[src/sv/plel_pkg.sv]
// Package for the positional list engine.
// Holds the command codes and the field widths shared by the top level and the entry memory.
// No dependencies.
package plel_pkg;

	localparam int CMD_W   = 2;
	localparam int POS_W   = 7;
	localparam int VALUE_W = 32;
	localparam int COUNT_W = 7;

	localparam logic [CMD_W-1:0] CMD_READ   = 2'd0;
	localparam logic [CMD_W-1:0] CMD_INSERT = 2'd1;
	localparam logic [CMD_W-1:0] CMD_DELETE = 2'd2;

	localparam logic STATUS_DONE     = 1'b0;
	localparam logic STATUS_REJECTED = 1'b1;

	typedef logic signed [VALUE_W-1:0] value_t;

endpackage

[src/sv/plel_mem.sv]
// Entry memory of the positional list engine: one write port, one read port.
// Read data is registered, so it appears in the cycle after the address. Uses plel_pkg.
module plel_mem
	import plel_pkg::*;
#(
	parameter int DEPTH = 64,
	parameter int AW    = 6
) (
	input  logic          clk,
	input  logic          wr_en,
	input  logic [AW-1:0] wr_addr,
	input  value_t        wr_data,
	input  logic [AW-1:0] rd_addr,
	output value_t        rd_data
);

	value_t mem [DEPTH];
	value_t rd_data_q;

	always_ff @(posedge clk) begin
		if (wr_en) begin
			mem[wr_addr] <= wr_data;
		end
		rd_data_q <= mem[rd_addr];
	end

	assign rd_data = rd_data_q;

endmodule

[src/sv/positional_list_engine.sv]
// Positional list engine: an ordered list of signed 32-bit entries, addressed by 1-based
// position, held in a single-port-write, single-port-read memory. One command is handled at
// a time. An insert or a delete moves every later entry one slot through the memory, one
// move per cycle, so the longest command is an insert at position 1. Rejected commands
// move no entries. No clearing pass is needed after reset.
// Depends on plel_pkg and plel_mem.
module positional_list_engine
	import plel_pkg::*;
#(
	parameter int CAPACITY = 64
) (
	input  logic        clk,
	input  logic        arst_n,
	input  logic        s_tvalid,
	output logic        s_tready,
	input  logic [47:0] s_tdata,  // command[1:0], position[8:2], value[40:9], zero fill
	output logic        m_tvalid,
	input  logic        m_tready,
	output logic [39:0] m_tdata   // status[0], read_value[32:1], count[39:33]
);

	localparam int AW = (CAPACITY > 1) ? $clog2(CAPACITY) : 1;
	localparam int CW = $clog2(CAPACITY + 1);
	localparam int XW = ((CW > POS_W) ? CW : POS_W) + 1;

	localparam logic [2:0] ST_IDLE = 3'd0;
	localparam logic [2:0] ST_RD   = 3'd1;
	localparam logic [2:0] ST_RDW  = 3'd2;
	localparam logic [2:0] ST_MOVE = 3'd3;
	localparam logic [2:0] ST_PUT  = 3'd4;
	localparam logic [2:0] ST_RESP = 3'd5;

	logic [2:0]       state_q;
	logic [CW-1:0]    count_q;
	logic [CW-1:0]    src_q;
	logic [CW-1:0]    left_q;
	logic             ins_q;
	logic [AW-1:0]    slot_q;
	value_t           value_q;
	logic             pend_s1;
	logic [AW-1:0]    dst_s1;
	logic             res_status_q;
	value_t           res_value_q;
	logic             m_tvalid_q;
	logic [39:0]      m_tdata_q;

	logic [CMD_W-1:0] in_cmd;
	logic [POS_W-1:0] in_pos;
	value_t           in_value;
	logic [XW-1:0]    pos_x;
	logic [XW-1:0]    cnt_x;
	logic             pos_nz;
	logic             ok_rd;
	logic             ok_ins;
	logic             ok_del;
	logic             accept;

	logic             mem_wr_en;
	logic [AW-1:0]    mem_wr_addr;
	value_t           mem_wr_data;
	logic [AW-1:0]    mem_rd_addr;
	value_t           mem_rd_data;

	assign in_cmd   = s_tdata[1:0];
	assign in_pos   = s_tdata[8:2];
	assign in_value = s_tdata[40:9];

	assign pos_x  = XW'(in_pos);
	assign cnt_x  = XW'(count_q);
	assign pos_nz = (in_pos != '0);
	assign ok_rd  = pos_nz && (pos_x <= cnt_x);
	assign ok_del = ok_rd;
	assign ok_ins = pos_nz && (pos_x <= cnt_x + XW'(1)) && (cnt_x < XW'(CAPACITY));

	assign s_tready = (state_q == ST_IDLE);
	assign accept   = s_tvalid && s_tready;

	// The move pipeline writes the entry read in the previous cycle; the read and write
	// addresses in one cycle are always two slots apart, so no forwarding is needed.
	always_comb begin
		mem_wr_en   = 1'b0;
		mem_wr_addr = dst_s1;
		mem_wr_data = mem_rd_data;
		mem_rd_addr = slot_q;
		case (state_q)
			ST_MOVE: begin
				mem_wr_en   = pend_s1;
				mem_rd_addr = src_q[AW-1:0];
			end
			ST_PUT: begin
				mem_wr_en   = 1'b1;
				mem_wr_addr = slot_q;
				mem_wr_data = value_q;
			end
			default: begin
				mem_wr_en = 1'b0;
			end
		endcase
	end

	plel_mem #(
		.DEPTH (CAPACITY),
		.AW    (AW)
	) u_mem (
		.clk     (clk),
		.wr_en   (mem_wr_en),
		.wr_addr (mem_wr_addr),
		.wr_data (mem_wr_data),
		.rd_addr (mem_rd_addr),
		.rd_data (mem_rd_data)
	);

	always_ff @(posedge clk or negedge arst_n) begin
		if (!arst_n) begin
			state_q    <= ST_IDLE;
			count_q    <= '0;
			pend_s1    <= 1'b0;
			m_tvalid_q <= 1'b0;
		end else begin
			// In ST_RESP the valid flag is handled by the state arm below.
			if (m_tvalid_q && m_tready && (state_q != ST_RESP)) begin
				m_tvalid_q <= 1'b0;
			end
			case (state_q)
				ST_IDLE: begin
					if (accept) begin
						pend_s1 <= 1'b0;
						case (in_cmd)
							CMD_READ: begin
								state_q <= ok_rd ? ST_RD : ST_RESP;
							end
							CMD_INSERT: begin
								if (ok_ins) begin
									count_q <= count_q + CW'(1);
									state_q <= ST_MOVE;
								end else begin
									state_q <= ST_RESP;
								end
							end
							CMD_DELETE: begin
								if (ok_del) begin
									count_q <= count_q - CW'(1);
									state_q <= ST_MOVE;
								end else begin
									state_q <= ST_RESP;
								end
							end
							default: begin
								state_q <= ST_RESP;
							end
						endcase
					end
				end
				ST_RD: begin
					state_q <= ST_RDW;
				end
				ST_RDW: begin
					state_q <= ST_RESP;
				end
				ST_MOVE: begin
					if (left_q != '0) begin
						pend_s1 <= 1'b1;
					end else begin
						pend_s1 <= 1'b0;
						if (!pend_s1) begin
							state_q <= ins_q ? ST_PUT : ST_RESP;
						end
					end
				end
				ST_PUT: begin
					state_q <= ST_RESP;
				end
				ST_RESP: begin
					if (!m_tvalid_q || m_tready) begin
						m_tvalid_q <= 1'b1;
						state_q    <= ST_IDLE;
					end
				end
				default: begin
					state_q <= ST_IDLE;
				end
			endcase
		end
	end

	// Payload registers.
	always_ff @(posedge clk) begin
		case (state_q)
			ST_IDLE: begin
				if (accept) begin
					ins_q       <= (in_cmd == CMD_INSERT);
					slot_q      <= AW'(in_pos - POS_W'(1));
					value_q     <= in_value;
					res_value_q <= '0;
					if (in_cmd == CMD_INSERT) begin
						// Entries count-1 down to pos-1 move up one slot.
						src_q        <= count_q - CW'(1);
						left_q       <= CW'(cnt_x - pos_x + XW'(1));
						res_status_q <= ok_ins ? STATUS_DONE : STATUS_REJECTED;
					end else begin
						// Entries pos up to count-1 move down one slot.
						src_q        <= CW'(pos_x);
						left_q       <= CW'(cnt_x - pos_x);
						res_status_q <= ((in_cmd == CMD_READ) || (in_cmd == CMD_DELETE))
							&& ok_rd ? STATUS_DONE : STATUS_REJECTED;
					end
				end
			end
			ST_RDW: begin
				res_value_q <= mem_rd_data;
			end
			ST_MOVE: begin
				if (left_q != '0) begin
					left_q <= left_q - CW'(1);
					if (ins_q) begin
						dst_s1 <= AW'(src_q + CW'(1));
						src_q  <= src_q - CW'(1);
					end else begin
						dst_s1 <= AW'(src_q - CW'(1));
						src_q  <= src_q + CW'(1);
					end
				end
			end
			ST_RESP: begin
				if (!m_tvalid_q || m_tready) begin
					m_tdata_q <= {COUNT_W'(count_q), res_value_q, res_status_q};
				end
			end
			default: begin
				value_q <= value_q;
			end
		endcase
	end

	assign m_tvalid = m_tvalid_q;
	assign m_tdata  = m_tdata_q;

endmodule

[config.mk]
export PLATFORM = sky130hd
export DESIGN_NAME = positional_list_engine
export DESIGN_NICKNAME = d
export VERILOG_FILES = /design/src/sv/plel_pkg.sv /design/src/sv/plel_mem.sv /design/src/sv/positional_list_engine.sv
export SDC_FILE = /design/constraint.sdc
export NUM_CORES = 2
export LEC_CHECK = 0
export BUFFER_PORTS_ARGS = -buffer_cell sky130_fd_sc_hd__buf_2
export CORE_MARGIN = 3
export CORE_UTILIZATION = 24
export DETAILED_ROUTE_END_ITERATION = 7
export HOLD_SLACK_MARGIN = 0.05
export PLACE_DENSITY = 0.46
export SYNTH_ARGS = -nofsm -noshare
export SYNTH_HDL_FRONTEND = slang
export SYNTH_SLANG_ARGS = --single-unit
[constraint.sdc]
create_clock -name clk -period 6.34 [get_ports clk]
set_input_delay 0 -clock clk [delete_from_list [all_inputs] [get_ports clk]]
set_output_delay 0 -clock clk [all_outputs]
set_load 0.01 [all_outputs]
# [Word level (Yosys, flattened, before mapping)]
# Memories as Yosys holds them, arrays and structs flattened. A register that Yosys moved wholly into a read port is not among the register bits.
# Index checks and enable logic that the tools add are counted.
# Widths: inputs -> output; s select.
[word_totals] memories=1 register_bits=144 ram_bits=2048 in_bits=52 word_cells=107
[memory_table] memory="u_mem.mem" depth=64 word_bits=32 rd=1 rd_clocked_by_memory_dff=1 write_ports=1 line_no="plel_mem.sv:17" source="value_t mem [DEPTH];"
[op_classes] n_lt_le_gt_ge=3 eq_ne=15 n_addsub=9 mux=40 reduce_logical=26
[ops] op="$mux 32" count=2
[ops] op="$pmux 32 s2" count=1
[ops] op="$mux 7" count=9
[ops] op="$pmux 7 s2" count=3
[ops] op="$add 7x1->7 const B" count=3
[ops] op="$mux 3" count=7
[ops] op="$sub 7x1->7 const B" count=3
[ops] op="$mux 6" count=3
[ops] op="$pmux 3 s5" count=1
[ops] op="$reduce_bool 7->1" count=2
[ops] op="$ne 2x2->1 const B" count=6
[ops] op="$mux 1" count=11
[ops] op="$reduce_and 2->1" count=5
[ops] op="$pmux 3 s3" count=1
[ops] op="$add 7x1->8 const B" count=1
[ops] op="$le 7x8->1" count=1
[ops] op="$le 7x7->1" count=1
[ops] op="$logic_and 1x1->1" count=7
[ops] op="$lt 7x7->1 const B" count=1
[ops] op="$sub 7x7->7" count=1
[ops] op="$eq 3x2->1 const B" count=2
[ops] op="$eq 3x3->1 const B" count=2
[ops] op="$reduce_bool 2->1" count=3
[ops] op="$sub 6x1->6 const B" count=1
[ops] op="other kinds (14)" count=16

# [Depth between registers and ports, before layout]
[logic_depth] ltp_word=8 depth_mapped=12

# [Modules after synthesis]
# From an unflattened synthesis, not the netlist that was laid out.
[hier_totals] hier_cells=3844 hier_area_um2=85405.7
[by_module_without_submodules] mod="plel_mem" cells_each=3324 area_each_um2=78515.3 n_inst=1 seq_area_each_um2=62139.6
[by_module_without_submodules] mod="positional_list_engine" cells_each=520 area_each_um2=6890.4 n_inst=1 seq_area_each_um2=4234.1

# [Least setup slack after synthesis]
# Ideal clock, no wire load.
[synth_timing] kind="register -> register" startpoint="register state_q[1]" endpoint="memory u_mem.mem[24][0] (netlist bit), enable pin" arrival_time_ns=3.114 path_stages_with_launch=9 slack_ns=2.805 setup_ns=0.421 synth_period_minus_slack_ns=3.535 t_required_ns=5.919 cell_sequence="dfrtp_1 -> clkbuf_1 -> nand2b_1 -> nor2_1 -> clkbuf_1 -> nand3_1 -> nand2_1 -> nand2_1 -> nor2_1"
[synth_via] elab_chain_len=4 elab_cells_between_ends=6
[synth_rtl] item="start, declared" line_no="positional_list_engine.sv:33" source="logic [2:0] state_q;"
[synth_rtl] item="start signal, assigned" line_no="positional_list_engine.sv:130" source="state_q <= ok_rd ? ST_RD : ST_RESP;"
[synth_rtl] item="start signal, assigned" line_no="positional_list_engine.sv:166" source="state_q <= ins_q ? ST_PUT : ST_RESP;"
[synth_rtl] item="$eq 3x3->1 or $eq 3x2->1 (tied branches)" line_no="positional_list_engine.sv:85" source="case (state_q)"
[synth_rtl] item="$pmux 1 s2" line_no="positional_list_engine.sv:85"
[synth_rtl] item="$mux 1" line_no="plel_mem.sv:21" source="if (wr_en) begin"
[synth_rtl] item="$mux 1 (not written as such)" line_no="plel_mem.sv:22" source="mem[wr_addr] <= wr_data;"
[synth_rtl] item="end, declared" line_no="plel_mem.sv:17"
# Several ways; a longest one is shown, not always the timed one.

# [Worst setup path in the final report]
[layout_timing] startpoint="register state_q[0]" endpoint="register u_mem.rd_data_q[11], in the netlist u_mem.rd_data[11], read port of u_mem.mem"
[layout_via] elab_chain_len=2
[layout_rtl] item="$eq 3x2->1" line_no="positional_list_engine.sv:85"
[layout_rtl] item="$mux 6" line_no="positional_list_engine.sv:85"
[layout_rtl] item="end, declared" line_no="plel_mem.sv:18" source="value_t rd_data_q;"
# Every way passes these cells.
# A chain may end at the register's enable or synchronous reset.

==> results.sh <==
export IMPL_outcome="completed"
export IMPL_initial_core_util=0.242
export IMPL_clock_root_buffer="clkbuf_16"
export IMPL_rsz0062_at_grt="no"
export IMPL_synth_cells=4736
export IMPL_synth_avg_cell_area_um2=18.0
export IMPL_drt_wl_total_um=260000
export IMPL_max_stage_delay_ns=1.08
export IMPL_power_mw=44.6
export IMPL_ir_drop_v=0.000364
export IMPL_startpoint_type="flop"
export IMPL_dr_wl_met2_um=125000
export IMPL_die_w_um=603
export IMPL_pin_count=94
export IMPL_cts_clk_slew_worst_paths_ns=0.06
export IMPL_r2r_slack_ns=1.21
export IMPL_slew_violations=0
export IMPL_worstRegToRegCells=10
export IMPL_drt_met1_wl_um=113000
export IMPL_detail_route_wl_per_cell_um=25.9
export IMPL_worstSetupPathType="reg2reg"
export IMPL_vias=45820
export IMPL_drt_initial_drc_count=4354
export IMPL_final_setup_skew_ns=0.0553
export IMPL_layout_common_cells="edfxtp_1 (2179), mux2i_1 (1031), o22ai_1 (515)"
export IMPL_ys_warnings_count=0
export IMPL_drive_above_1_share=0.158
export IMPL_dp_hpwl_um=151000
export IMPL_overflow=0
export IMPL_async_flop_share=0.00540
export IMPL_grt_max_degree=65
export IMPL_clock_sinks=2223
export IMPL_path_max_fanout=47
export IMPL_clock_latency_ns=0.86
export IMPL_drc=0
export IMPL_netlist_area_um2=85400
export IMPL_core_um2=353000
export IMPL_end_kind="flop"
export IMPL_startpoint="state_q[0]"
export IMPL_final_area_um2=102000
export IMPL_final_util=0.289
export IMPL_placed_area_um2=94000
export IMPL_p_per_area_nw_per_um2=436
export IMPL_yosys_most_used_dff="edfxtp_1"
export IMPL_gp_congestion=0.788
export IMPL_finalHoldViolCount=0
export IMPL_hold_depth=5
export IMPL_cts_made_buffers=225
export IMPL_worst_ep_arrival_time_ns=5.81
export IMPL_track_usage=0.139
export IMPL_fin_nets=5193
export IMPL_vias_per_cell=4.56
export IMPL_fmax_mhz=195
export IMPL_final_common_cell="edfxtp_1"
export IMPL_synthTopCellsByArea="edfxtp_1 (77%), mux2i_1 (12%), o22ai_1 (3.8%)"
export IMPL_cap_violations=0
export IMPL_setup_viol=0
export IMPL_synth_top_area_share=0.766
export IMPL_ant_nets=0
export IMPL_syn_nets=4812
export IMPL_ys_seq_area_frac=0.777
export IMPL_post_cts_buffers=0
export IMPL_core_rowCount=218
export IMPL_synthDistinctLibCells=59
export IMPL_synth_edf_count=2179
export IMPL_cts_tree="done"
export IMPL_dieArea_um2=363000
export IMPL_max_slew_worst_pin_slew_ns=1.31
export IMPL_htree_levels=4
export IMPL_grt_antenna_before_repair=23
export IMPL_ys_ff_latch=2223
export IMPL_dr_wl_met3_um=14700
export IMPL_crit_chain="nand3b_4 -> mux2i_4 -> buf_4 -> buf_12 -> buf_4 -> mux2i_1 -> o22ai_1 -> nor4_2 -> buf_4 -> o2111ai_1"
export IMPL_setup_worst_path_end="u_mem.rd_data[11]"
export IMPL_grt_first_pass_wirelength_um=360000
export IMPL_r2r_start="state_q[0]"
export IMPL_place_inst=9535
export IMPL_synthToLayoutAreaGrowth_pct=19.6
export IMPL_io_buffers=86
export IMPL_r2r_end="u_mem.rd_data[11]"
export IMPL_cpMostUsedCell="buf_4"
export IMPL_yosys_area_top_type="edfxtp_1"
export IMPL_slew_headroom=0.113
export IMPL_instances_no_fill=10047
export IMPL_p_leak_nw=34.5
export IMPL_fp_dieH_um=603
export IMPL_tns_ns=0
export IMPL_post_route_min_period_ns=5.13
export IMPL_dr_pass1_iters=7
export IMPL_min_period_over_period=0.809
export IMPL_cts_resized=0
export IMPL_highest_layer="met5"
export IMPL_slowest_stage="mux2i_4"
export IMPL_clockBufferDepth=3
export IMPL_timing_hold_worst_class="in2reg"
export IMPL_required_ns=7.02
export IMPL_grt_pass1_vias=46159
-- state kept, by name, indices dropped and copies added, names as in the netlist --
name and flops:
state_q 3, m_tdata 40, count_q 7, dst_s1 6, src_q 6, u_mem.mem 2048
res_status_q 1, left_q 7, value_q 32, res_value_q 32, u_mem.rd_data 32, ins_q 1
slot_q 6, m_tvalid 1, pend_s1 1
-- layer usage --
| layer | vias up | global-route usage |
|---|---|---|
| li1 | 19999 | - |
| met1 | 24284 | 0.187 |
| met2 | 1209 | 0.232 |
| met3 | 326 | 0.0225 |
| met4 | 2 | 0.0364 |
| met5 | - | 0 |
-- cell usage after synthesis (7+ instances only) --
cell,number
inv_1,29
dfrtp_1,12
mux2i_1,1032
o21ai_0,23
nand3_1,22
nor2_1,89
and2_1,32
o22ai_1,515
nor2b_1,8
nand2_1,154
nand2b_1,9
dfxtp_1,32
buf_4,13
clkbuf_1,116
ha_1,23
o211ai_1,7
nand3b_1,7
nor3_1,16
o41ai_1,95
xnor2_1,25
a21oi_1,16
edfxtp_1,2179
buf_2,117
buf_1,18
xor2_1,13
nor4_1,32
o2111ai_1,33
-- report_power, final --
| group | total, mW | switching, mW | internal (mW) |
|---|---|---|---|
| clock network | 13.2 | 5.57 | 7.60 |
| logic | 11.5 | 8.49 | 3.02 |
| registers | 19.9 | 0.393 | 19.5 |
| total | 44.6 | 14.5 | 30.1 |
-- metrics by stage --
stage | setup slack [ns] | hold WS [ns]
global placement | 1.30 | -0.0745
CTS | 1.22 | 0.101
detailed placement | 1.27 | -0.0689
global route | 1.03 | 0.189
finish | 1.21 | 0.188
floorplan | 2.81 | -0.296
-- worst max-delay path: cells and delay by family, from the launching register on --
family,cells,cell delay [ns]
flip-flops,1,0.64
multiplexers,2,1.34
AND/OR/NAND/NOR,2,1.08
buffers and inverters,4,1.57
AO/OA/AOI/OAI,2,0.23
-- worst min path at each step --
| stage | slack [ns] | start | endpoint |
|---|---|---|---|
| after global routing | 0.19 | s_tdata[5] | src_q[3] |
| final | 0.19 | s_tvalid | state_q[0] |
| after CTS | 0.10 | s_tvalid | state_q[0] |
| after global placement | -0.07 | arst_n | count_q[6] |
| after detailed placement | -0.07 | arst_n | m_tvalid |
| after floorplan | -0.30 | arst_n | count_q[0] |
-- layout make-up --
class	count	area (um2)
repair buffers	421	3550
flip-flops and latches	2223	66400
clock buffers	301	6160
fillers	35006	251000
inverters	29	109
clock inverters	121	1150
well taps	4730	5920
multi-input cells	2217	18900
diodes	5	12.5
-- cell families (layout without fill, tap and decap cells) --
group                      Yosys count  after routing  synth area share
AOI/OAI and AO/OA                  729            729            0.0575
xor gates and xnor gates            38             38           0.00390
adders and majority gates           24             24           0.00360
buffers and inverters              296            872            0.0155
DFF                               2223           2223             0.777
muxes                             1033           1033             0.121
other                                0              5                 0
and+or+nand+nor                    393            393            0.0215
-- timing repair --
action	CTS	global route
endpoints found under the hold margin	73	0
hold buffers	85	0
setup endpoints to repair	0	0
Note: power is estimated with default switching activity, not from simulation.
